### src/rtl/svpwm_pkg.sv
// ----------------------------------------------------------------------------
// svpwm_pkg
// shared types, codes and fixed constants of the space-vector duty pipeline
// ----------------------------------------------------------------------------
package svpwm_pkg;

   localparam int PERIOD_BITS   = 16;
   localparam int SECTOR_BITS   = 3;
   localparam int STATUS_BITS   = 2;
   localparam int CSR_DATA_BITS = 32;
   localparam int CSR_ADDR_BITS = 3;

   typedef logic [PERIOD_BITS-1:0] period_type;
   typedef logic [SECTOR_BITS-1:0] sector_type;
   typedef logic [STATUS_BITS-1:0] status_type;

   // sqrt(3) with 32 fraction bits, rounded per use to the fraction width
   localparam logic [63:0] SQRT3_Q32 = 64'd7439101574;

   localparam period_type PERIOD_RESET = 16'd4000;

   localparam sector_type SECTOR_1 = 3'd1;
   localparam sector_type SECTOR_2 = 3'd2;
   localparam sector_type SECTOR_3 = 3'd3;
   localparam sector_type SECTOR_4 = 3'd4;
   localparam sector_type SECTOR_5 = 3'd5;
   localparam sector_type SECTOR_6 = 3'd6;

   localparam status_type STATUS_OK       = 2'd0;
   localparam status_type STATUS_SAT      = 2'd1;
   localparam status_type STATUS_BUS_ZERO = 2'd2;

   // register index taken from the word address
   localparam logic CSR_IDX_PERIOD = 1'b0;

   // per-item control that rides along the pipeline
   typedef struct packed {
      sector_type sector;
      logic       bus_zero;
   } side_type;

endpackage

### src/rtl/svpwm_div.sv
// ----------------------------------------------------------------------------
// svpwm_div
// two-lane pipelined restoring divider, one quotient bit per stage,
// quotient saturated to the unsigned fraction range
// ----------------------------------------------------------------------------
module svpwm_div import svpwm_pkg::*; #(
   parameter int VOLT_BITS = 16,
   parameter int FRAC_BITS = 16
) (
   input  logic                          clock,
   input  logic                          reset,
   input  logic                          in_valid,
   output logic                          in_ready,
   input  logic [VOLT_BITS+FRAC_BITS:0]  in_num [2],
   input  logic [VOLT_BITS-1:0]          in_den,
   input  side_type                      in_side,
   output logic                          out_valid,
   input  logic                          out_ready,
   output logic [FRAC_BITS:0]            out_quo [2],
   output side_type                      out_side
);

   localparam int V     = VOLT_BITS;
   localparam int QB    = FRAC_BITS + 1;
   localparam int DW    = VOLT_BITS + FRAC_BITS + 1;
   localparam int NS    = QB + 1;
   localparam int LANES = 2;

   logic [NS-1:0] vld_ff;
   logic [NS-1:0] vld_in;
   wire  [NS-1:0] rdy;

   logic [V-1:0]  den_ff  [NS];
   logic [V-1:0]  den_in  [NS];
   side_type      side_ff [NS];
   side_type      side_in [NS];
   logic [V-1:0]  rem_ff  [NS][LANES];
   logic [V-1:0]  rem_in  [NS][LANES];
   logic [QB-1:0] wrk_ff  [NS][LANES];
   logic [QB-1:0] wrk_in  [NS][LANES];
   logic          ovf_ff  [NS][LANES];
   logic          ovf_in  [NS][LANES];

   for (genvar s = 0; s < NS; s++) begin : g_rdy
      if (s == NS - 1) begin : g_last
         assign rdy[s] = !vld_ff[s] || out_ready;
      end else begin : g_mid
         assign rdy[s] = !vld_ff[s] || rdy[s+1];
      end
   end

   assign vld_in   = {vld_ff[NS-2:0], in_valid};
   assign in_ready = rdy[0];

   always_comb begin
      logic [V-1:0] hi;
      logic [V:0]   part;
      logic [V:0]   dext;
      logic         ge;
      // entry: quotient overflows when the upper dividend part reaches the divisor
      den_in[0]  = in_den;
      side_in[0] = in_side;
      for (int l = 0; l < LANES; l++) begin
         hi           = in_num[l][DW-1:QB];
         ovf_in[0][l] = (hi >= in_den);
         rem_in[0][l] = ovf_in[0][l] ? '0 : hi;
         wrk_in[0][l] = in_num[l][QB-1:0];
      end
      // each step brings down one dividend bit and shifts in one quotient bit
      for (int s = 1; s < NS; s++) begin
         den_in[s]  = den_ff[s-1];
         side_in[s] = side_ff[s-1];
         dext       = {1'b0, den_ff[s-1]};
         for (int l = 0; l < LANES; l++) begin
            part         = {rem_ff[s-1][l], wrk_ff[s-1][l][QB-1]};
            ge           = (part >= dext);
            rem_in[s][l] = ge ? V'(part - dext) : part[V-1:0];
            wrk_in[s][l] = {wrk_ff[s-1][l][QB-2:0], ge};
            ovf_in[s][l] = ovf_ff[s-1][l];
         end
      end
   end

   always_ff @(posedge clock) begin
      if (reset) begin
         vld_ff <= '0;
      end else begin
         for (int s = 0; s < NS; s++) begin
            if (rdy[s]) begin
               vld_ff[s] <= vld_in[s];
            end
         end
      end
   end

   always_ff @(posedge clock) begin
      for (int s = 0; s < NS; s++) begin
         if (rdy[s] && vld_in[s]) begin
            den_ff[s]  <= den_in[s];
            side_ff[s] <= side_in[s];
            rem_ff[s]  <= rem_in[s];
            wrk_ff[s]  <= wrk_in[s];
            ovf_ff[s]  <= ovf_in[s];
         end
      end
   end

   assign out_valid = vld_ff[NS-1];
   assign out_side  = side_ff[NS-1];
   always_comb begin
      for (int l = 0; l < LANES; l++) begin
         out_quo[l] = ovf_ff[NS-1][l] ? '1 : wrk_ff[NS-1][l];
      end
   end

endmodule

### config.mk
export PLATFORM = sky130hd
export DESIGN_NAME = svpwm_div
export DESIGN_NICKNAME = d
export VERILOG_FILES = /design/src/rtl/svpwm_pkg.sv /design/src/rtl/svpwm_div.sv
export SDC_FILE = /design/constraint.sdc
export NUM_CORES = 2
export LEC_CHECK = 0
export ABC_CLOCK_PERIOD_IN_PS = 8950
export BUFFER_PORTS_ARGS = -buffer_cell sky130_fd_sc_hd__buf_2
export CAP_MARGIN = 20
export CORE_ASPECT_RATIO = 1.1
export CORE_MARGIN = 5
export CORE_UTILIZATION = 52
export CTS_CLUSTER_SIZE = 28
export DETAILED_ROUTE_END_ITERATION = 16
export PLACE_DENSITY = 0.77
export SYNTH_ARGS = -nofsm -noshare
export SYNTH_HDL_FRONTEND = slang
export SYNTH_SLANG_ARGS = --single-unit
### constraint.sdc
create_clock -name clock -period 8.95 [get_ports clock]
set_input_delay 0.895 -clock clock [delete_from_list [all_inputs] [get_ports clock]]
set_output_delay 0.895 -clock clock [all_outputs]
set_load 0.005 [all_outputs]
# [After elaboration in Yosys (flattened, before gate mapping)]
# Memories as Yosys holds them, arrays and structs flattened.
# Cells that the tools add are included.
[op_classes] add_sub_neg=34 order_cmp=36 mux=74 reduce_logical=54
[op_table] operator="$ge A17 B16 Y1" count=34
[op_table] operator="$mux W16" count=36
[op_table] operator="$sub A16 B16 Y16" count=34
[op_table] operator="$mux W1" count=36
[op_table] operator="$mux W17" count=2
[op_table] operator="$ge A16 B16 Y1" count=2
[op_table] operator="$logic_and A1 B1 Y1" count=18
[op_table] operator="$logic_not A1 Y1" count=18
[op_table] operator="$logic_or A1 B1 Y1" count=18
[word_totals] regBits=18 mem_bits_rw=1584 in_bits=90 out_inout_bits=40 word_cells=221 mem_count=5
[mem_list] name="wrk_ff" depth=18 word_bits=34 rd=18 rd_clocked_by_memory_dff=0 write_ports=18 line_no="svpwm_div.sv:39" rtl="logic [QB-1:0] wrk_ff [NS][LANES];"
[mem_list] name="rem_ff" depth=18 word_bits=32 rd=17 rd_clocked_by_memory_dff=0 write_ports=18 line_no="svpwm_div.sv:37" rtl="logic [V-1:0] rem_ff [NS][LANES];"
[mem_list] name="den_ff" depth=18 word_bits=16 rd=17 rd_clocked_by_memory_dff=0 write_ports=18 line_no="svpwm_div.sv:33" rtl="logic [V-1:0] den_ff [NS];"
[mem_list] name="side_ff" depth=18 word_bits=4 rd=18 rd_clocked_by_memory_dff=0 write_ports=18 line_no="svpwm_div.sv:35" rtl="side_type side_ff [NS];"
[mem_list] name="ovf_ff" depth=18 word_bits=2 rd=18 rd_clocked_by_memory_dff=0 write_ports=18 line_no="svpwm_div.sv:41" rtl="logic ovf_ff [NS][LANES];"

# [Depth between registers and ports, before layout]
[logic_depth] ltp_word=22 ltp_mapped=11 depth_no_buf=10

# [Worst setup path after synthesis]
# OpenSTA, ideal clock, no wires.
[synth_path] path_type="input-to-reg" from="input out_ready" to="memory den_ff[8][0] (netlist bit), enable pin" setup_time_ns=0.669 t_arrival_ns=7.930 required_time_ns=8.281 path_slack_ns=0.351 path_stages=5 path_buffers=0 path_cell_list="and4b_1 nand4_1 nor2_1 and3_1 a21boi_0"
[synth_lines] item="start: declaration" line_no="svpwm_div.sv:18" rtl="input logic out_ready,"
[synth_lines] item="end: declaration" line_no="svpwm_div.sv:33"

# [Final worst setup path]
[layout_path] from="register vld_ff[16]" to="output in_ready"
[layout_via] elab_chain_cells=18
[layout_rtl] item="start: declaration" line_no="svpwm_div.sv:29" rtl="logic [NS-1:0] vld_ff;"
[layout_rtl] item="start signal: indexed assignment" line_no="svpwm_div.sv:90" rtl="vld_ff[s] <= vld_in[s];"
[layout_rtl] item="$logic_not A1 Y1" line_no="svpwm_div.sv:48" rtl="assign rdy[s] = !vld_ff[s] || rdy[s+1];"
[layout_rtl] item="$logic_or A1 B1 Y1 (17 in series)" line_no="svpwm_div.sv:48"
[layout_rtl] item="end: declaration" line_no="svpwm_div.sv:13" rtl="output logic in_ready,"
# No other way between the ends.

==> flow_metrics.env <==
export IMPL_rsz0062_at_grt="no"
export IMPL_drcViolationCount=0
export IMPL_max_stage_delay_ns=0.43
export IMPL_totalWireLength_um=179100
export IMPL_required_ns=8.06
export IMPL_worstPathMaxFanout=6
export IMPL_tightestPinTransition_ns=1.133
export IMPL_p_leak_nw=33.00
export IMPL_cts_tree="yes"
export IMPL_yosysUniqueCellTypes=78
export IMPL_drt_iter0_markers=4063
export IMPL_timing_final_crit_period_ns=4.353
export IMPL_crit_family="simple AND/OR/NAND/NOR gates"
export IMPL_slew_headroom=0.2445
export IMPL_finalNonFillerCells=8412
export IMPL_cts_num_sinks=1554
export IMPL_pin_count=130
export IMPL_cts_resized=0
export IMPL_fin_area_um2=87270
export IMPL_cp_arrival_ns=3.46
export IMPL_die_h_um=417.2
export IMPL_ys_ff_latch=1554
export IMPL_diodes=0
export IMPL_finalNetCount=7015
export IMPL_layout_common_cells="1536 x edfxtp_1, 576 x ha_1, 469 x inv_1, 362 x nor2_1, 349 x o21ai_0"
export IMPL_grt_first_pass_wirelength_um=276200
export IMPL_rr_worst_depth=8
export IMPL_fp_coreArea_um2=149900
export IMPL_dpl_cell_count=8111
export IMPL_synth_edf_count=1536
export IMPL_fmax_mhz=229.7
export IMPL_ys_dominant_reg_cell="edfxtp_1"
export IMPL_criticalPathCategory="flop to output port"
export IMPL_dieWidth_um=380.2
export IMPL_slew_viol_final=0
export IMPL_skew_ns=0.03152
export IMPL_grt_pass1_vias=48220
export IMPL_grt_max_degree=78
export IMPL_finalWeightedCongestion=0.9142
export IMPL_synth_top_area_cell="edfxtp_1"
export IMPL_hold_viol=0
export IMPL_cts_htree_levels=4
export IMPL_start_util=0.5229
export IMPL_max_clock_path_buffers=3
export IMPL_timing_final_crit_share=0.4864
export IMPL_post_cts_buffers=0
export IMPL_synth_top_area_frac=0.5885
export IMPL_worst_hold_path_type="input pin to flop"
export IMPL_drv_cap=0
export IMPL_sequentialPowerShare=0.512
export IMPL_p_int_w=0.01244
export IMPL_crit_slowest_cell="and4b_1"
export IMPL_async_flop_share=0
export IMPL_pre_cts_slack_ns=4.614
export IMPL_hold_depth=1
export IMPL_viasPerCell=5.834
export IMPL_io_buffers=129
export IMPL_cts_root_buffer="clkbuf_16"
export IMPL_power_density_nw_per_um2=182.8
export IMPL_pwr_share_comb=0.058
export IMPL_status="completed"
export IMPL_first_pass_iters=8
export IMPL_final_util=0.5822
export IMPL_grt_ovfl_total=0
export IMPL_tns_ns=0
export IMPL_max_vdd_ir_drop_v=0.0001703
export IMPL_syn_area_um2=78370
export IMPL_clock_latency_ns=0.81
export IMPL_path_cells="and4b_1, and3_1, nand3_1, nor4_2, buf_4, nand4_1, buf_2"
export IMPL_yosysWarnings=0
export IMPL_startpoint_type="flop"
export IMPL_place_area_um2=81630
export IMPL_num_rows=149
export IMPL_p_sw_w=0.003519
export IMPL_antenna_found_initial=5
export IMPL_critPathCaptureType="output port"
export IMPL_dpl_hpwl_um=135300
export IMPL_synth_area_top_cells="edfxtp_1 59%, ha_1 9.2%, mux2_2 3.2%"
export IMPL_num_vias=49070
export IMPL_wl_per_cell_um=21.29
export IMPL_syn_num_nets=6755
export IMPL_netlist_instances=6057
export IMPL_crit_cells=7
export IMPL_p_sw_frac=0.2205
export IMPL_setup_viol_count_final=0
export IMPL_synthToLayoutAreaGrowth_pct=11.35
export IMPL_ant_nets=0
export IMPL_ctsHoldBuffers=0
export IMPL_worst_slack_ns=4.597
export IMPL_grtUsageTotal=0.2225
export IMPL_p_clk_frac=0.430
export IMPL_dieArea_um2=158600
export IMPL_drive_gt1_frac=0.1250
export IMPL_syn_area_per_cell_um2=12.94
export IMPL_synth_seq_area_share=0.5931
export IMPL_mostFrequentLayoutCell="edfxtp_1"
export IMPL_path_buf_inv=2
export IMPL_cts_made_buffers=160
export IMPL_clk_pin_slew_worst_paths_ns=0.06
==> cell type report <==
type | count | area (um^2)
inverters | 473 | 1775
repair buffers | 173 | 1057
multi-input cells | 3955 | 29990
flip-flops and latches | 1554 | 46480
clock inverters | 113 | 1409
fillers | 11720 | 62620
clock buffers | 181 | 4103
well taps | 1963 | 2456
==> power groups by stage <==
stage                     Combinational [W]  Sequential, W  Clock (W)
final                              0.000930        0.00816    0.00686
after global placement             0.000879        0.00832          0
after global routing                0.00102        0.00817    0.00734
after floorplan                    0.000682        0.00828          0
after CTS                          0.000916        0.00817    0.00701
after detailed placement           0.000907        0.00832          0
==> per-layer routing <==
metal | vias to the layer above | part of all wire | track usage | wire, um
met5 | - | 0 | 0 | 0
met4 | 0 | 0.038 | 0.08272 | 6838
met3 | 317 | 0.049 | 0.03095 | 8809
met2 | 1335 | 0.50 | 0.3911 | 89790
met1 | 23970 | 0.41 | 0.2820 | 73680
li1 | 23460 | - | - | -
==> worst register-to-register path, stage by stage (launching register included) <==
cell     delay (ns)
dfxtp_1        0.36
and4b_1        0.43
and3_1         0.39
nand3_1        0.21
nor4_2         0.41
buf_4          0.25
nand4_1        0.34
and2_4         0.43
buf_4          0.38
==> state kept, by name, indices dropped and copies added (netlist names) <==
register / flops
wrk_ff: 612
den_ff: 272
vld_ff: 18
side_ff: 72
ovf_ff: 36
rem_ff: 544
==> path summary, 6_finish.rpt <==
path	from	slack, ns	to
min	in_num[48]	0.26	wrk_ff[0][32]$_DFFE_PP_
min reg2reg	wrk_ff[0][29]$_DFFE_PP_	0.40	wrk_ff[1][30]$_DFFE_PP_
max	vld_ff[16]$_SDFFE_PP0P_	4.60	in_ready
max reg2reg	vld_ff[16]$_SDFFE_PP0P_	5.31	wrk_ff[0][16]$_DFFE_PP_
==> synth_stat cells (58+ instances only) <==
cell and n:
a21o_1 140, a21oi_1 316, edfxtp_1 1536, ha_1 576, inv_1 469, mux2_2 226
nand2_1 327, nand2b_1 66, nand3_1 67, nand4_1 66, nor2_1 362, nor2b_1 102
nor3_1 129, o21a_1 104, o21ai_0 349, o31a_1 58, xnor2_1 177, xor2_1 126
==> per-stage QoR <==
stage	power, W	hold slack, ns
2_1_floorplan	0.008961	0.4003
3_3_place_gp	0.009196	0.4008
3_5_place_dp	0.009228	0.4045
4_1_cts	0.01610	0.1988
5_1_grt	0.01653	0.2226
6_report	0.01596	0.2590
==> cell families (layout without fill, tap and decap cells) <==
kind of cell | after synthesis | after routing | share of synthesized area
adders and majority gates | 608 | 608 | 0.1001
buffers and inverters | 548 | 940 | 0.02695
muxes | 284 | 284 | 0.04009
AOI/OAI and AO/OA | 1437 | 1437 | 0.1238
xor gates and xnor gates | 303 | 303 | 0.03386
DFF | 1554 | 1554 | 0.5931
and+or+nand+nor | 1323 | 1323 | 0.08211
(Power assumes the default switching activity.)
