File: config.mk
export PLATFORM = sky130hd
export DESIGN_NAME = svpwm_duty
export DESIGN_NICKNAME = d
export VERILOG_FILES = /design/src/rtl/svpwm_pkg.sv /design/src/rtl/svpwm_duty.sv
export SDC_FILE = /design/constraint.sdc
export NUM_CORES = 2
export LEC_CHECK = 0
export ABC_CLOCK_PERIOD_IN_PS = 10200
export BUFFER_PORTS_ARGS = -buffer_cell sky130_fd_sc_hd__buf_2
export CAP_MARGIN = 20
export CORE_ASPECT_RATIO = 1.4
export CORE_MARGIN = 4
export CORE_UTILIZATION = 56
export CTS_BUF_LIST = sky130_fd_sc_hd__clkbuf_8
export DETAILED_ROUTE_END_ITERATION = 10
export PLACE_DENSITY = 0.84
export SYNTH_ARGS = -nofsm -noshare
export SYNTH_HDL_FRONTEND = slang
export SYNTH_SLANG_ARGS = --single-unit
File: constraint.sdc
create_clock -name clock -period 10.2 [get_ports clock]
set_input_delay 2.04 -clock clock [delete_from_list [all_inputs] [get_ports clock]]
set_output_delay 2.04 -clock clock [all_outputs]
set_load 0.01 [all_outputs]
File: src/rtl/svpwm_pkg.sv
// ----------------------------------------------------------------------------
// svpwm_pkg
// shared types, codes and fixed constants of the space-vector duty pipeline
// ----------------------------------------------------------------------------
package svpwm_pkg;

   localparam int PERIOD_BITS   = 16;
   localparam int SECTOR_BITS   = 3;
   localparam int STATUS_BITS   = 2;
   localparam int CSR_DATA_BITS = 32;
   localparam int CSR_ADDR_BITS = 3;

   typedef logic [PERIOD_BITS-1:0] period_type;
   typedef logic [SECTOR_BITS-1:0] sector_type;
   typedef logic [STATUS_BITS-1:0] status_type;

   // sqrt(3) with 32 fraction bits, rounded per use to the fraction width
   localparam logic [63:0] SQRT3_Q32 = 64'd7439101574;

   localparam period_type PERIOD_RESET = 16'd4000;

   localparam sector_type SECTOR_1 = 3'd1;
   localparam sector_type SECTOR_2 = 3'd2;
   localparam sector_type SECTOR_3 = 3'd3;
   localparam sector_type SECTOR_4 = 3'd4;
   localparam sector_type SECTOR_5 = 3'd5;
   localparam sector_type SECTOR_6 = 3'd6;

   localparam status_type STATUS_OK       = 2'd0;
   localparam status_type STATUS_SAT      = 2'd1;
   localparam status_type STATUS_BUS_ZERO = 2'd2;

   // register index taken from the word address
   localparam logic CSR_IDX_PERIOD = 1'b0;

   // per-item control that rides along the pipeline
   typedef struct packed {
      sector_type sector;
      logic       bus_zero;
   } side_type;

endpackage

File: src/rtl/svpwm_duty.sv
// ----------------------------------------------------------------------------
// svpwm_duty
// three-stage back end: switching times, period scaling, rounding,
// saturation and phase ordering into the output register
// ----------------------------------------------------------------------------
module svpwm_duty import svpwm_pkg::*; #(
   parameter int FRAC_BITS = 16
) (
   input  logic               clock,
   input  logic               reset,
   input  logic               in_valid,
   output logic               in_ready,
   input  logic [FRAC_BITS:0] in_frac [2],
   input  side_type           in_side,
   input  period_type         period,
   output logic               out_valid,
   input  logic               out_ready,
   output period_type         out_duty_a,
   output period_type         out_duty_b,
   output period_type         out_duty_c,
   output sector_type         out_sector,
   output status_type         out_status
);

   localparam int F   = FRAC_BITS;
   localparam int TW  = F + 4;
   localparam int MW  = F + 3;
   localparam int PW  = MW + PERIOD_BITS;
   localparam int PW1 = PW + 1;
   localparam int RW  = PW - F;

   localparam int IDX_LO  = 0;
   localparam int IDX_MID = 1;
   localparam int IDX_HI  = 2;

   localparam logic signed [TW-1:0] ONE_T    = TW'(64'd1 << F);
   localparam logic        [PW:0]   HALF_LSB = PW1'(64'd1 << F);

   logic s1_vld_ff, s2_vld_ff, s3_vld_ff;
   logic s1_rdy, s2_rdy, s3_rdy;

   logic signed [TW-1:0] t_ff [3];
   logic signed [TW-1:0] t_in [3];
   side_type             s1_side_ff;

   logic [PW-1:0] prod_ff [3];
   logic [PW-1:0] prod_in [3];
   logic          neg_ff  [3];
   logic          neg_in  [3];
   side_type      s2_side_ff;

   period_type duty_v [3];
   period_type duty_a_ff, duty_b_ff, duty_c_ff;
   period_type duty_a_in, duty_b_in, duty_c_in;
   sector_type sector_ff;
   status_type status_ff, status_in;

   assign s3_rdy   = !s3_vld_ff || out_ready;
   assign s2_rdy   = !s2_vld_ff || s3_rdy;
   assign s1_rdy   = !s1_vld_ff || s2_rdy;
   assign in_ready = s1_rdy;

   // lo = d0, mid = d0 + 2*d2, hi = d0 + 2*d1 + 2*d2 with d0 = 1 - d1 - d2
   always_comb begin
      logic signed [TW-1:0] d1;
      logic signed [TW-1:0] d2;
      d1             = $signed({3'b000, in_frac[0]});
      d2             = $signed({3'b000, in_frac[1]});
      t_in[IDX_LO]   = ONE_T - d1 - d2;
      t_in[IDX_MID]  = ONE_T - d1 + d2;
      t_in[IDX_HI]   = ONE_T + d1 + d2;
   end

   always_comb begin
      for (int k = 0; k < 3; k++) begin
         neg_in[k]  = t_ff[k][TW-1];
         prod_in[k] = PW'(t_ff[k][MW-1:0]) * PW'(period);
      end
   end

   always_comb begin
      logic [PW:0]   rnd;
      logic [RW-1:0] dq;
      logic          over;
      logic          sat;
      sat = 1'b0;
      for (int k = 0; k < 3; k++) begin
         rnd  = PW1'(prod_ff[k]) + HALF_LSB;
         dq   = rnd[PW:F+1];
         over = (dq > RW'(period));
         sat  = sat | neg_ff[k] | over;
         if (neg_ff[k]) begin
            duty_v[k] = '0;
         end else if (over) begin
            duty_v[k] = period;
         end else begin
            duty_v[k] = dq[PERIOD_BITS-1:0];
         end
      end
      case (s2_side_ff.sector)
         SECTOR_1: begin
            duty_a_in = duty_v[IDX_HI];
            duty_b_in = duty_v[IDX_MID];
            duty_c_in = duty_v[IDX_LO];
         end
         SECTOR_2: begin
            duty_a_in = duty_v[IDX_MID];
            duty_b_in = duty_v[IDX_HI];
            duty_c_in = duty_v[IDX_LO];
         end
         SECTOR_3: begin
            duty_a_in = duty_v[IDX_LO];
            duty_b_in = duty_v[IDX_HI];
            duty_c_in = duty_v[IDX_MID];
         end
         SECTOR_4: begin
            duty_a_in = duty_v[IDX_LO];
            duty_b_in = duty_v[IDX_MID];
            duty_c_in = duty_v[IDX_HI];
         end
         SECTOR_5: begin
            duty_a_in = duty_v[IDX_MID];
            duty_b_in = duty_v[IDX_LO];
            duty_c_in = duty_v[IDX_HI];
         end
         default: begin
            duty_a_in = duty_v[IDX_HI];
            duty_b_in = duty_v[IDX_LO];
            duty_c_in = duty_v[IDX_MID];
         end
      endcase
      status_in = sat ? STATUS_SAT : STATUS_OK;
      // dead bus: all phases at half period
      if (s2_side_ff.bus_zero) begin
         duty_a_in = period >> 1;
         duty_b_in = period >> 1;
         duty_c_in = period >> 1;
         status_in = STATUS_BUS_ZERO;
      end
   end

   always_ff @(posedge clock) begin
      if (reset) begin
         s1_vld_ff <= 1'b0;
         s2_vld_ff <= 1'b0;
         s3_vld_ff <= 1'b0;
      end else begin
         if (s1_rdy) begin
            s1_vld_ff <= in_valid;
         end
         if (s2_rdy) begin
            s2_vld_ff <= s1_vld_ff;
         end
         if (s3_rdy) begin
            s3_vld_ff <= s2_vld_ff;
         end
      end
   end

   always_ff @(posedge clock) begin
      if (s1_rdy && in_valid) begin
         t_ff       <= t_in;
         s1_side_ff <= in_side;
      end
      if (s2_rdy && s1_vld_ff) begin
         prod_ff    <= prod_in;
         neg_ff     <= neg_in;
         s2_side_ff <= s1_side_ff;
      end
      if (s3_rdy && s2_vld_ff) begin
         duty_a_ff <= duty_a_in;
         duty_b_ff <= duty_b_in;
         duty_c_ff <= duty_c_in;
         sector_ff <= s2_side_ff.sector;
         status_ff <= status_in;
      end
   end

   assign out_valid  = s3_vld_ff;
   assign out_duty_a = duty_a_ff;
   assign out_duty_b = duty_b_ff;
   assign out_duty_c = duty_c_ff;
   assign out_sector = sector_ff;
   assign out_status = status_ff;

endmodule

# Yosys cells after proc, flatten, opt, wreduce, memory -nomap -nowiden
# Index checks and enable logic that the tools add are counted.
# word_totals
mem_bits_rw,0
romBits,0
n_memories,0
regBits,232
elab_cells,76
latch_bits,0
# op_classes
shift,0
n_bitwise,5
div_mod_pow,0
order_cmp,3
multipliers,3
n_eq_ne,5
reduce_logical,15
n_mux,13
addsub,8
# op_table
cell,count
"35-bit by 17-bit adder with 36-bit output, second input constant",3
19-bit by 16-bit multiplier with 35-bit output,3
16-bit 2-to-1 mux,6
16-bit one-hot mux with 2 select lines,3
19-bit by 16-bit greater-than comparator with 1-bit output,3
15-bit 2-to-1 mux,3
18-bit by 17-bit adder with 19-bit output,1
18-bit by 18-bit adder with 19-bit output,1
18-bit by 18-bit subtractor with 19-bit output,1
"17-bit by 17-bit adder with 18-bit output, first input constant",1
"17-bit by 17-bit subtractor with 18-bit output, first input constant",1
2-bit OR reduction,6
"3-bit by 2-bit equality test with 1-bit output, second input constant",2
"3-bit equality test, second input constant",2
1-bit OR,5
"3-bit by 1-bit equality test with 1-bit output, second input constant",1
1-bit logical AND,3
1-bit zero test,3
1-bit logical OR,3
1-bit 2-to-1 mux,1

# Depth between registers and ports, before layout
# logic_depth
word_depth,8
ltp_mapped,26

# Worst setup path after synthesis
# Ideal clock, no wire load.
# synth_timing
kind,input port to flip-flop
from,in period[1]
to,reg prod_ff[104] (netlist bit) (data pin)
path_buffers,2
setup_slack_ns,2.122
t_arrival_ns,7.819
path_stages,23
cell_sequence,clkbuf_1 clkbuf_1 nand2_1 fa_1 fa_1 inv_1 fa_1 fa_1 fa_1 inv_1 fa_1 inv_1 ha_1 o21a_1 o2111ai_1 nand2_1 a21oi_1 a311oi_2 nand3_1 a2111oi_2 a311o_1 a31oi_1 xnor2_1
# synth_lines
element,line,text
start: declaration,svpwm_duty.sv:15,"input period_type period,"
end signal: assignment,svpwm_duty.sv:166,prod_ff <= prod_in;
end: declaration,svpwm_duty.sv:46,logic [PW-1:0] prod_ff [3];

==> qor.csv <==
metric;value;unit
cp_max_fo;40;
die_h;324;um
first_pass_iters;7;
worst_pin_slew;1.09;ns
start_util;0.567;
synthMuxAreaShare;0.0126;
areaGrowthSynthToFinish;4.50;%
synth_top_family_by_area;adder cells;
grt_setup_unrepaired;false;
drcViolationCount;0;
r2r_start;t_ff[40];
yosysSeqAreaShare;0.133;
ys_types;80;
place_inst;5204;
synth_simple_gate_area_share;0.169;
skew;0.0284;ns
ys.flop_type;edfxtp_1;
fin_tns_setup;0;ns
hold_viol_final;0;
instances_no_fill;5240;
overflow;0;
cts_root_buf;clkbuf_8;
end_kind;register;
drv_cap;0;
post-dp-hpwl;82.9;mm
insertion_delay;0.54;ns
syn_area_per_cell;9.28;um2
synth_compound_area_frac;0.0632;
design.portCount;113;
cts.sinks;178;
final_cell_mix;inv_1, fa_1, nand2_1;
track_usage;0.282;
hold_start;s1_side_ff[1];
hp-class;reg2reg;
async_flop_share;0;
use_met1;0.323;
final_common_cell;inv_1;
vias_per_cell;5.82;
coreArea;0.0705;mm2
setup_violations;0;
syn_area;0.0400;mm2
wirelength;104;mm
io_buffers;112;
grt_pass1_vias;32900;
numCtsBuffers;17;
fillers;5699;
final_nets;5485;
synth_xor_area_frac;0.0346;
max_slew_margin;0.271;
ys_ff_latch;178;
crit_path_start;period[3];
dieArea;0.0758;mm2
dr_total_vias;30500;
status;completed;
final_area;0.0418;mm2
cp.arrival;8.92;ns
hold_slack;0.432;ns
drv_slew;0;
routedWlPerCell;19.8;um
htree_levels;4;
place_area;0.0413;mm2
required;10.47;ns
period_share;0.849;
critPathLaunchType;input pin;
post_cts_buffers;0;
synth_fp_nets;5503;
tritoncts;built;
synth_edf_count;175;
grt-busiest-layer;met2;
synth_cells;4306;
routabilityCongestion;1.02;
synth_fa_ha_area_frac;0.490;
path_class;in2reg;
grt_max_degree;69;
postRouteAntennaNets;0;
use_met3;0.0547;
layout-drive-gt1-share;0.0509;
clockBufferDepth;2;
ctsResizeCount;0;
grt_use_met2;0.491;
rows;115;
cts_hold_buf;0;
cts.clk_slew.worst_paths;0.11;ns
clock.fmax;0.116;GHz
grt_antenna_before_repair;5;
die_w;234;um
grt_pass1_wl;168;mm
drt-initial-drc-count;2004;
period_needed;8.66;ns
ys_warn_count;0;
[path summary, 6_finish.rpt]
check                           slack [ns]             to  cells after the start
worst max register to register        2.95   prod_ff[104]                     21
worst max-delay path                  1.54    prod_ff[34]                     21
worst min-delay path                  0.43  s2_side_ff[1]                      0
worst min register to register        0.43  s2_side_ff[1]                      0
[final cells by class]
class	count	area [um2]	area share
diodes	3	7.51	0.000180
flip-flops and latches	178	5320	0.127
well taps	936	1170	0.0280
multi-input cells	3096	30800	0.737
clock inverters	15	193	0.00461
inverters	839	3150	0.0754
clock buffers	17	234	0.00560
repair buffers	156	916	0.0219
[critical path: stages]
cell	delay, ns
buf_2	0.78
buf_4	0.40
nand2_1	0.10
fa_1	0.50
fa_1	0.58
fa_1	0.44
fa_1	0.55
inv_1	0.05
fa_1	0.49
fa_1	0.42
ha_1	0.31
a21o_1	0.11
a21o_1	0.11
a21oi_1	0.07
a21boi_0	0.47
nand4_1	0.21
a31oi_1	0.34
o211ai_1	0.23
a21oi_1	0.37
and4_1	0.24
nor3_1	0.05
[cells in the mapped netlist, drive strengths merged, types with 4 or more instances]
cell type | count | share of area
a211oi | 37 | 0.0073
o22ai | 39 | 0.0061
inv | 838 | 0.079
nor2b | 53 | 0.0083
nand3 | 54 | 0.0070
xnor2 | 106 | 0.023
a2111oi | 5 | 0.0013
a22oi | 4 | 0.00075
o2111ai | 6 | 0.0013
and2 | 404 | 0.063
a221oi | 4 | 0.0010
a31oi | 8 | 0.0013
o21ai | 55 | 0.0070
o21a | 16 | 0.0030
or3 | 19 | 0.0030
o31ai | 6 | 0.0011
clkbuf | 180 | 0.017
nor3 | 58 | 0.0075
a21boi | 6 | 0.0011
mux2 | 5 | 0.0016
fa | 708 | 0.35
or2 | 6 | 0.00094
ha | 431 | 0.13
a21oi | 101 | 0.013
nand2 | 543 | 0.051
buf | 13 | 0.0024
nor4 | 5 | 0.00078
nand2b | 14 | 0.0022
o211ai | 5 | 0.00094
nand4 | 24 | 0.0043
a21o | 35 | 0.0066
o221ai | 9 | 0.0021
o21bai | 16 | 0.0030
a211o | 4 | 0.00088
and3 | 21 | 0.0035
xor2 | 52 | 0.011
mux2i | 44 | 0.011
nor2 | 159 | 0.015
edfxtp | 175 | 0.13
and4 | 7 | 0.0016
[cell families (layout without fill, tap and decap cells)]
| family | after synthesis | in the layout |
|---|---|---|
| XOR/XNOR | 158 | 158 |
| AND/OR/NAND/NOR | 1370 | 1370 |
| buffers and inverters | 1032 | 1027 |
| adder cells (fa/ha/maj) | 1139 | 1139 |
| other | 0 | 3 |
| AO/OA/AOI/OAI | 380 | 380 |
| flip-flops | 178 | 178 |
| multiplexers | 49 | 49 |
[stage by stage]
| stage | utilization | worst slack (ns) |
|---|---|---|
| 3_3_place_gp | 0.586 | 1.28 |
| 2_1_floorplan | - | 2.12 |
| 4_1_cts | 0.592 | 1.70 |
| 5_1_grt | 0.592 | 1.34 |
| 6_report | 0.592 | 1.54 |
| 3_5_place_dp | 0.586 | 1.11 |
[registers in the layout, summed over array words and instances, names as in the netlist]
name        count
out_duty_b     16
out_valid       1
neg_ff          2
t_ff           55
s1_vld_ff       1
prod_ff        57
out_sector      3
out_duty_c     16
s2_side_ff      4
s1_side_ff      4
out_status      2
out_duty_a     16
s2_vld_ff       1
[per-layer routing]
| metal | up-vias | part of all wire |
|---|---|---|
| met2 | 1669 | 0.49 |
| met3 | 500 | 0.096 |
| met4 | 4 | 0.067 |
| li1 | 13400 | - |
| met1 | 15000 | 0.34 |
| met5 | - | 0.00089 |
Power is not shown: default switching activity piles up to over one toggle a cycle in this logic, so the estimate is an artifact.
