[src/rtl/svpwm_pkg.sv]
// ----------------------------------------------------------------------------
// svpwm_pkg
// shared types, codes and fixed constants of the space-vector duty pipeline
// ----------------------------------------------------------------------------
package svpwm_pkg;

   localparam int PERIOD_BITS   = 16;
   localparam int SECTOR_BITS   = 3;
   localparam int STATUS_BITS   = 2;
   localparam int CSR_DATA_BITS = 32;
   localparam int CSR_ADDR_BITS = 3;

   typedef logic [PERIOD_BITS-1:0] period_type;
   typedef logic [SECTOR_BITS-1:0] sector_type;
   typedef logic [STATUS_BITS-1:0] status_type;

   // sqrt(3) with 32 fraction bits, rounded per use to the fraction width
   localparam logic [63:0] SQRT3_Q32 = 64'd7439101574;

   localparam period_type PERIOD_RESET = 16'd4000;

   localparam sector_type SECTOR_1 = 3'd1;
   localparam sector_type SECTOR_2 = 3'd2;
   localparam sector_type SECTOR_3 = 3'd3;
   localparam sector_type SECTOR_4 = 3'd4;
   localparam sector_type SECTOR_5 = 3'd5;
   localparam sector_type SECTOR_6 = 3'd6;

   localparam status_type STATUS_OK       = 2'd0;
   localparam status_type STATUS_SAT      = 2'd1;
   localparam status_type STATUS_BUS_ZERO = 2'd2;

   // register index taken from the word address
   localparam logic CSR_IDX_PERIOD = 1'b0;

   // per-item control that rides along the pipeline
   typedef struct packed {
      sector_type sector;
      logic       bus_zero;
   } side_type;

endpackage

[src/rtl/svpwm_proj.sv]
// ----------------------------------------------------------------------------
// svpwm_proj
// two-stage front end: constant products, sector decision, numerators
// ----------------------------------------------------------------------------
module svpwm_proj import svpwm_pkg::*; #(
   parameter int VOLT_BITS = 16,
   parameter int FRAC_BITS = 16
) (
   input  logic                        clock,
   input  logic                        reset,
   input  logic                        in_valid,
   output logic                        in_ready,
   input  logic signed [VOLT_BITS-1:0] in_alpha,
   input  logic signed [VOLT_BITS-1:0] in_beta,
   input  logic        [VOLT_BITS-1:0] in_bus,
   output logic                        out_valid,
   input  logic                        out_ready,
   output logic [VOLT_BITS+FRAC_BITS:0] out_num [2],
   output logic        [VOLT_BITS-1:0] out_bus,
   output side_type                    out_side
);

   localparam int V  = VOLT_BITS;
   localparam int F  = FRAC_BITS;
   localparam int NW = V + F + 2;
   localparam int DW = NW - 1;

   localparam logic [63:0] S3_Q  = (SQRT3_Q32 + (64'd1 << (31 - F))) >> (32 - F);
   localparam logic [63:0] S3H_Q = (SQRT3_Q32 + (64'd1 << (32 - F))) >> (33 - F);
   localparam logic [63:0] T2_Q  = 64'd3 << (F - 1);

   localparam logic signed [NW-1:0] S3_S  = NW'(S3_Q);
   localparam logic signed [NW-1:0] S3H_S = NW'(S3H_Q);
   localparam logic signed [NW-1:0] T2_S  = NW'(T2_Q);

   // stage 1 registers
   logic                 s1_vld_ff;
   logic signed [NW-1:0] s1_as_ff, s1_bs_ff, s1_p_ff, s1_q_ff, s1_r_ff;
   logic signed [NW-1:0] s1_as_in, s1_bs_in, s1_p_in, s1_q_in, s1_r_in;
   logic                 s1_bneg_ff, s1_bneg_in;
   logic                 s1_bzero_ff, s1_bzero_in;
   logic [V-1:0]         s1_bus_ff;

   // stage 2 registers
   logic                 s2_vld_ff;
   logic [DW-1:0]        s2_num_ff [2];
   logic [DW-1:0]        s2_num_in [2];
   logic [V-1:0]         s2_bus_ff;
   side_type             s2_side_ff, s2_side_in;

   logic s1_rdy, s2_rdy;

   assign s2_rdy   = !s2_vld_ff || out_ready;
   assign s1_rdy   = !s1_vld_ff || s2_rdy;
   assign in_ready = s1_rdy;

   always_comb begin
      logic signed [NW-1:0] a_ext;
      logic signed [NW-1:0] b_ext;
      a_ext       = NW'(in_alpha);
      b_ext       = NW'(in_beta);
      s1_as_in    = a_ext * S3_S;
      s1_bs_in    = b_ext <<< F;
      s1_p_in     = a_ext * T2_S;
      s1_q_in     = b_ext * S3H_S;
      s1_r_in     = b_ext * S3_S;
      s1_bneg_in  = in_beta[V-1];
      s1_bzero_in = (in_bus == '0);
   end

   // sector from beta/sqrt3 against +alpha and -alpha, then the two numerators
   always_comb begin
      logic signed [NW-1:0] pmq, qmp, ppq, npq, nr;
      logic signed [NW-1:0] n1, n2;
      logic signed [NW-1:0] nas;
      sector_type           sec;
      pmq = s1_p_ff - s1_q_ff;
      qmp = s1_q_ff - s1_p_ff;
      ppq = s1_p_ff + s1_q_ff;
      npq = -ppq;
      nr  = -s1_r_ff;
      nas = -s1_as_ff;
      if (!s1_bneg_ff) begin
         if (s1_bs_ff < s1_as_ff) begin
            sec = SECTOR_1;
         end else if (s1_bs_ff < nas) begin
            sec = SECTOR_3;
         end else begin
            sec = SECTOR_2;
         end
      end else begin
         if (s1_bs_ff > s1_as_ff) begin
            sec = SECTOR_4;
         end else if (s1_bs_ff < nas) begin
            sec = SECTOR_5;
         end else begin
            sec = SECTOR_6;
         end
      end
      case (sec)
         SECTOR_1: begin
            n1 = pmq;
            n2 = s1_r_ff;
         end
         SECTOR_2: begin
            n1 = qmp;
            n2 = ppq;
         end
         SECTOR_3: begin
            n1 = s1_r_ff;
            n2 = npq;
         end
         SECTOR_4: begin
            n1 = nr;
            n2 = qmp;
         end
         SECTOR_5: begin
            n1 = npq;
            n2 = pmq;
         end
         default: begin
            n1 = ppq;
            n2 = nr;
         end
      endcase
      // a negative numerator gives a zero fraction
      s2_num_in[0]        = n1[NW-1] ? '0 : n1[DW-1:0];
      s2_num_in[1]        = n2[NW-1] ? '0 : n2[DW-1:0];
      s2_side_in.sector   = sec;
      s2_side_in.bus_zero = s1_bzero_ff;
   end

   always_ff @(posedge clock) begin
      if (reset) begin
         s1_vld_ff <= 1'b0;
         s2_vld_ff <= 1'b0;
      end else begin
         if (s1_rdy) begin
            s1_vld_ff <= in_valid;
         end
         if (s2_rdy) begin
            s2_vld_ff <= s1_vld_ff;
         end
      end
   end

   always_ff @(posedge clock) begin
      if (s1_rdy && in_valid) begin
         s1_as_ff    <= s1_as_in;
         s1_bs_ff    <= s1_bs_in;
         s1_p_ff     <= s1_p_in;
         s1_q_ff     <= s1_q_in;
         s1_r_ff     <= s1_r_in;
         s1_bneg_ff  <= s1_bneg_in;
         s1_bzero_ff <= s1_bzero_in;
         s1_bus_ff   <= in_bus;
      end
      if (s2_rdy && s1_vld_ff) begin
         s2_num_ff  <= s2_num_in;
         s2_bus_ff  <= s1_bus_ff;
         s2_side_ff <= s2_side_in;
      end
   end

   assign out_valid = s2_vld_ff;
   assign out_num   = s2_num_ff;
   assign out_bus   = s2_bus_ff;
   assign out_side  = s2_side_ff;

endmodule

[config.mk]
export PLATFORM = sky130hd
export DESIGN_NAME = svpwm_proj
export DESIGN_NICKNAME = d
export VERILOG_FILES = /design/src/rtl/svpwm_pkg.sv /design/src/rtl/svpwm_proj.sv
export SDC_FILE = /design/constraint.sdc
export NUM_CORES = 1
export LEC_CHECK = 0
export BUFFER_PORTS_ARGS = -buffer_cell sky130_fd_sc_hd__buf_2
export CORE_MARGIN = 3
export CORE_UTILIZATION = 50
export CTS_BUF_LIST = sky130_fd_sc_hd__clkbuf_8
export DETAILED_ROUTE_END_ITERATION = 8
export GPL_TIMING_DRIVEN = 0
export HOLD_SLACK_MARGIN = 0.12
export PLACE_DENSITY = 0.7
export SYNTH_ARGS = -nofsm -noshare
export SYNTH_HDL_FRONTEND = slang
export SYNTH_SLANG_ARGS = --single-unit
[constraint.sdc]
create_clock -name clock -period 7.8 [get_ports clock]
set_clock_uncertainty 0.15 [all_clocks]
set_input_delay 1.95 -clock clock [delete_from_list [all_inputs] [get_ports clock]]
set_output_delay 1.95 -clock clock [all_outputs]
set_load 0.005 [all_outputs]
-- Yosys cells after proc, flatten, opt, wreduce, memory -nomap -nowiden
Cells that the tools add are included.
W data, S select, Z words.
- input port bits: 52
- logic and storage cells: 47
- output and inout port bits: 88
- register bits after elaboration: 235
- reduce and logical (&&, ||, !) cells: 7
- eq/ne operators: 5
- add/sub/neg operators: 6
- multipliers: 4
- muxes and demuxes: 7
- $lt $le $gt $ge: 3
- operators with widths (operator ; number):
    $pmux W34 S5 ; 2
    $neg A34 Y34 ; 3
    $mul A16 B15 Y31 const B ; 3
    $lt A32 B34 Y1 ; 2
    $sub A34 B34 Y34 ; 2
    $add A34 B34 Y34 ; 1
    $gt A32 B34 Y1 ; 1
    $mul A16 B3 Y19 const B ; 1
    $logic_not A16 Y1 ; 1
    $eq A3 B2 Y1 const B ; 2
    $eq A3 B3 Y1 const B ; 2
    $mux W2 ; 3
    $eq A3 B1 Y1 const B ; 1
    $mux W3 ; 1
    $logic_and A1 B1 Y1 ; 2
    $logic_not A1 Y1 ; 2
    $logic_or A1 B1 Y1 ; 2
    $mux W1 ; 1

-- Depth between registers and ports, before layout
- depth in word-level cells: 7
- mapped depth: 22
- gate-level depth less buffers: 22

-- Least setup slack after synthesis
No wires, ideal clock.
- kind: input port to flip-flop
- start: in in_alpha[1]
- end: reg s1_as_ff[32], data pin
- setup time: 0.265 ns
- path slack: 0.351 ns
- stages on the path: 21
- arrival: 7.034 ns
- cells stage by stage: ha_1 > inv_1 > fa_1 > inv_1 > fa_1 > fa_1 > fa_1 > inv_1 > fa_1 > inv_1 > ha_1 > clkbuf_1 > a21o_1 > a21o_1 > a21oi_1 > o21ai_0 > a21oi_1 > a21oi_1 > o41ai_1 > o21ai_0 > xor2_1
- longest elaborated chain between the ends: 1
- ends and longest elaborated chain (element ; line ; text):
    start: declaration ; svpwm_proj.sv:13 ; input logic signed [VOLT_BITS-1:0] in_alpha,
    $mul A16 B15 Y31 ; svpwm_proj.sv:62 ; s1_as_in = a_ext * S3_S;
    net s1_as_in[32] ; svpwm_proj.sv:39 ; logic signed [NW-1:0] s1_as_in, s1_bs_in, s1_p_in, s1_q_in, s1_r_in;
    end signal: assignment ; svpwm_proj.sv:149 ; s1_as_ff <= s1_as_in;
    end: declaration ; svpwm_proj.sv:38 ; logic signed [NW-1:0] s1_as_ff, s1_bs_ff, s1_p_ff, s1_q_ff, s1_r_ff;
The timed path passes the listed nets, and every way through them passes these cells.
A chain may end at the register's enable or synchronous reset.

-- Final worst setup path
- start: in in_alpha[7]
- end: reg s1_as_ff[33], data pin
Same word-level chain as after synthesis.

==> flow_summary.yaml <==
run_status:
  status: "finished clean"
timing:
  fin_crit_sh_pct: 96.9
  rsz0062_at_grt: "false"
  hold_viol: 0
  worst_slew_pin_slew_ps: 1340
  worst_slack_ps: 242
  max_freq_ghz: 0.132
  fin_crit_ps: 7560
  relSlewSlack_pct: 9.52
  drv_slew: 0
  setup_violations: 0
yosys:
  synth_adder_area_share_pct: 33.9
  synth_area_leaders: "edfxtp_1, fa_1, ha_1"
  synth_seq_cells: 195
  synthMuxAreaShare_pct: 0.319
  synth-compound-area-share_pct: 16.1
  yosysMostFrequentCell: "inv_1"
  ys_types: 96
  synth_commonest_cells: "inv_1, ha_1, fa_1"
  ys.flop_type: "edfxtp_1"
  yosysSeqAreaShare_pct: 22.6
  yosysWarnings: 0
  synth-simple-area-share_pct: 11.4
  synth-edff-count: 193
  synth_cells: 2764
  synth_top_family_by_area: "adder cells"
  syn_avg_cell_area_um2: 9.36
  synth-xor-area-share_pct: 5.79
  synth_top_area_share_pct: 22.4
  syn_area_um2: 25900
  synth_top_area_cell: "edfxtp_1"
  synthArstFlopShare_pct: 0
global_route:
  grt_max_degree: 68
  grt_pass1_wl_um: 118000
  antenna_found_initial: 0
  grt_pass1_vias: 21100
  grt_use_total_pct: 28.3
  grt-ovfl-total: 0
routing:
  vias_per_cell: 5.91
  first_pass_iters: 7
  drt-total-wl_um: 76200
  wire_per_inst_um: 21.1
  drcViolationCount: 0
  ant_nets: 0
  num_vias: 21300
  drtIter0Drc: 1979
cts:
  hold_buffers: 0
  cts-htree-levels: 4
  cts-root-buf: "clkbuf_8"
  cts_inserted_buffers: 17
  numClockSinks: 195
  cts_buffer_depth: 2
  clk_latency_ps: 550
  tritoncts: "yes"
  path_clk_slew_ps: 130
setup_path:
  arrival_ps: 7720
  r2r_cells: 20
  rr_endpoint: "out_num[62]$_SDFFCE_PP0P_"
  startpoint_type: "input port"
  timing.rr.start: "s1_p_ff[15]$_DFFE_PP_"
  cp_max_fo: 5
  r2r_slack_ps: 360
  path_class: "in2reg"
  endpoint_kind: "register"
  required_ps: 7960
final_layout:
  final_core_util_pct: 55.4
  n_fill_cell: 4516
  n_antenna_cell: 0
  layout-drive-gt1-share_pct: 8.58
  syn_to_final_growth_pct: 8.33
  final_nets: 3530
die:
  initial_core_util_pct: 51.1
  die_x_um: 233
  io_pins: 140
  rows: 82
  dieArea_um2: 54500
  coreArea_um2: 50600
  die_y_um: 233
placement:
  io_buffers: 135
  finalWeightedCongestion: 0.998
  dp_slack_ps: -545
  dp_hpwl_um: 62700
hold_path:
  hold_start: "s1_bus_ff[7]$_DFFE_PP_"
  hold_path_class: "reg2reg"
  min_to: "out_bus[7]$_DFFE_PP_"
  hold-path-cell-count: 0
flow_run:
  cap_violations: 0
layer usage:
metal,share of wire [%],track usage (%)
met1,42,36.8
met2,48,48.3
met3,6.2,3.37
met4,4.0,11.1
met5,0,0
layout by cell type (no fill, tap or decap), types with 14 or more instances in the layout:
cell type,n
o21bai_1,14
o21ai_0,78
o21a_1,16
nand2b_1,17
or3_1,22
nor2_1,152
nand4_1,28
a222oi_1,18
clkbuf_1,69
ha_1,306
a21o_1,50
fa_1,247
a221oi_1,18
edfxtp_1,193
nand3_1,48
a211oi_1,25
clkbuf_8,17
a22oi_1,25
nor2b_1,20
nand2_1,119
nor4_1,20
and3_1,18
nor3_1,59
buf_2,144
xnor2_1,143
inv_1,570
xor2_1,28
a21oi_1,163
critical path: stages:
cell and delay (ps):
buf_2 140, ha_1 310, inv_1 100, fa_1 550, inv_1 60, fa_1 500, fa_1 520, fa_1 560
inv_1 60, fa_1 500, inv_1 40, ha_1 350, a21o_1 200, a21o_1 160, a21oi_1 210, nand3b_1 110
a211oi_1 350, nor3_1 180, o31ai_2 380, o21ai_0 160, a21oi_1 210, xnor2_1 80
per-stage QoR:
stage	instances	cell area, um^2	setup TNS [ps]	hold slack (ps)
detailed placement	3578	27500	-4730	255
global placement	3574	27400	-11820	251
finish	3610	28000	0	280
floorplan	2767	25900	0	250
CTS	3610	28000	0	282
global route	3610	28000	0	280
worst max-delay path by stage:
| stage | depth (start not counted) | start | endpoint |
|---|---|---|---|
| CTS | 22 | in_alpha[7] | s1_as_ff[33]$_DFFE_PP_ |
| global placement | 22 | in_alpha[1] | s1_as_ff[32]$_DFFE_PP_ |
| finish | 22 | in_alpha[7] | s1_as_ff[33]$_DFFE_PP_ |
| global route | 22 | in_alpha[7] | s1_as_ff[33]$_DFFE_PP_ |
| detailed placement | 21 | in_alpha[15] | s1_as_ff[33]$_DFFE_PP_ |
| floorplan | 21 | in_alpha[1] | s1_as_ff[32]$_DFFE_PP_ |
timing repair:
action	CTS	global route
endpoints found under the setup margin	21	24
resized for setup	3	8
pin swaps	0	1
hold endpoints to repair	0	0
setup buffers	0	0
sequential cells by signal, summed over array words and instances, names as in the netlist:
signal       cells
out_bus         16
out_num         62
out_side         4
out_valid        1
s1_as_ff        30
s1_bneg_ff       1
s1_bs_ff        13
s1_bus_ff       16
s1_bzero_ff      1
s1_p_ff         19
s1_q_ff          1
s1_r_ff         30
s1_vld_ff        1
layout make-up:
cell class,instances,area (um^2),area share (%)
Clock inverter,15,239,0.853
Buffer,91,412,1.47
Clock buffer,17,234,0.835
Tap cell,672,841,3.00
Multi-Input combinational cell,1905,17500,62.6
Sequential cell,195,5840,20.8
Inverter,576,2160,7.72
Timing Repair Buffer,139,754,2.69
kinds of logic (layout without fill, tap and decap cells):
logic type,after synthesis,in the layout
mux,8,8
buf+inv,667,838
simple gates,579,579
xor+xnor,171,171
compound gates,590,590
fa+ha+maj,553,553
flops,195,195
other cells,1,4
Power is not shown: default switching activity piles up to over one toggle a cycle in this logic, so the estimate is an artifact.
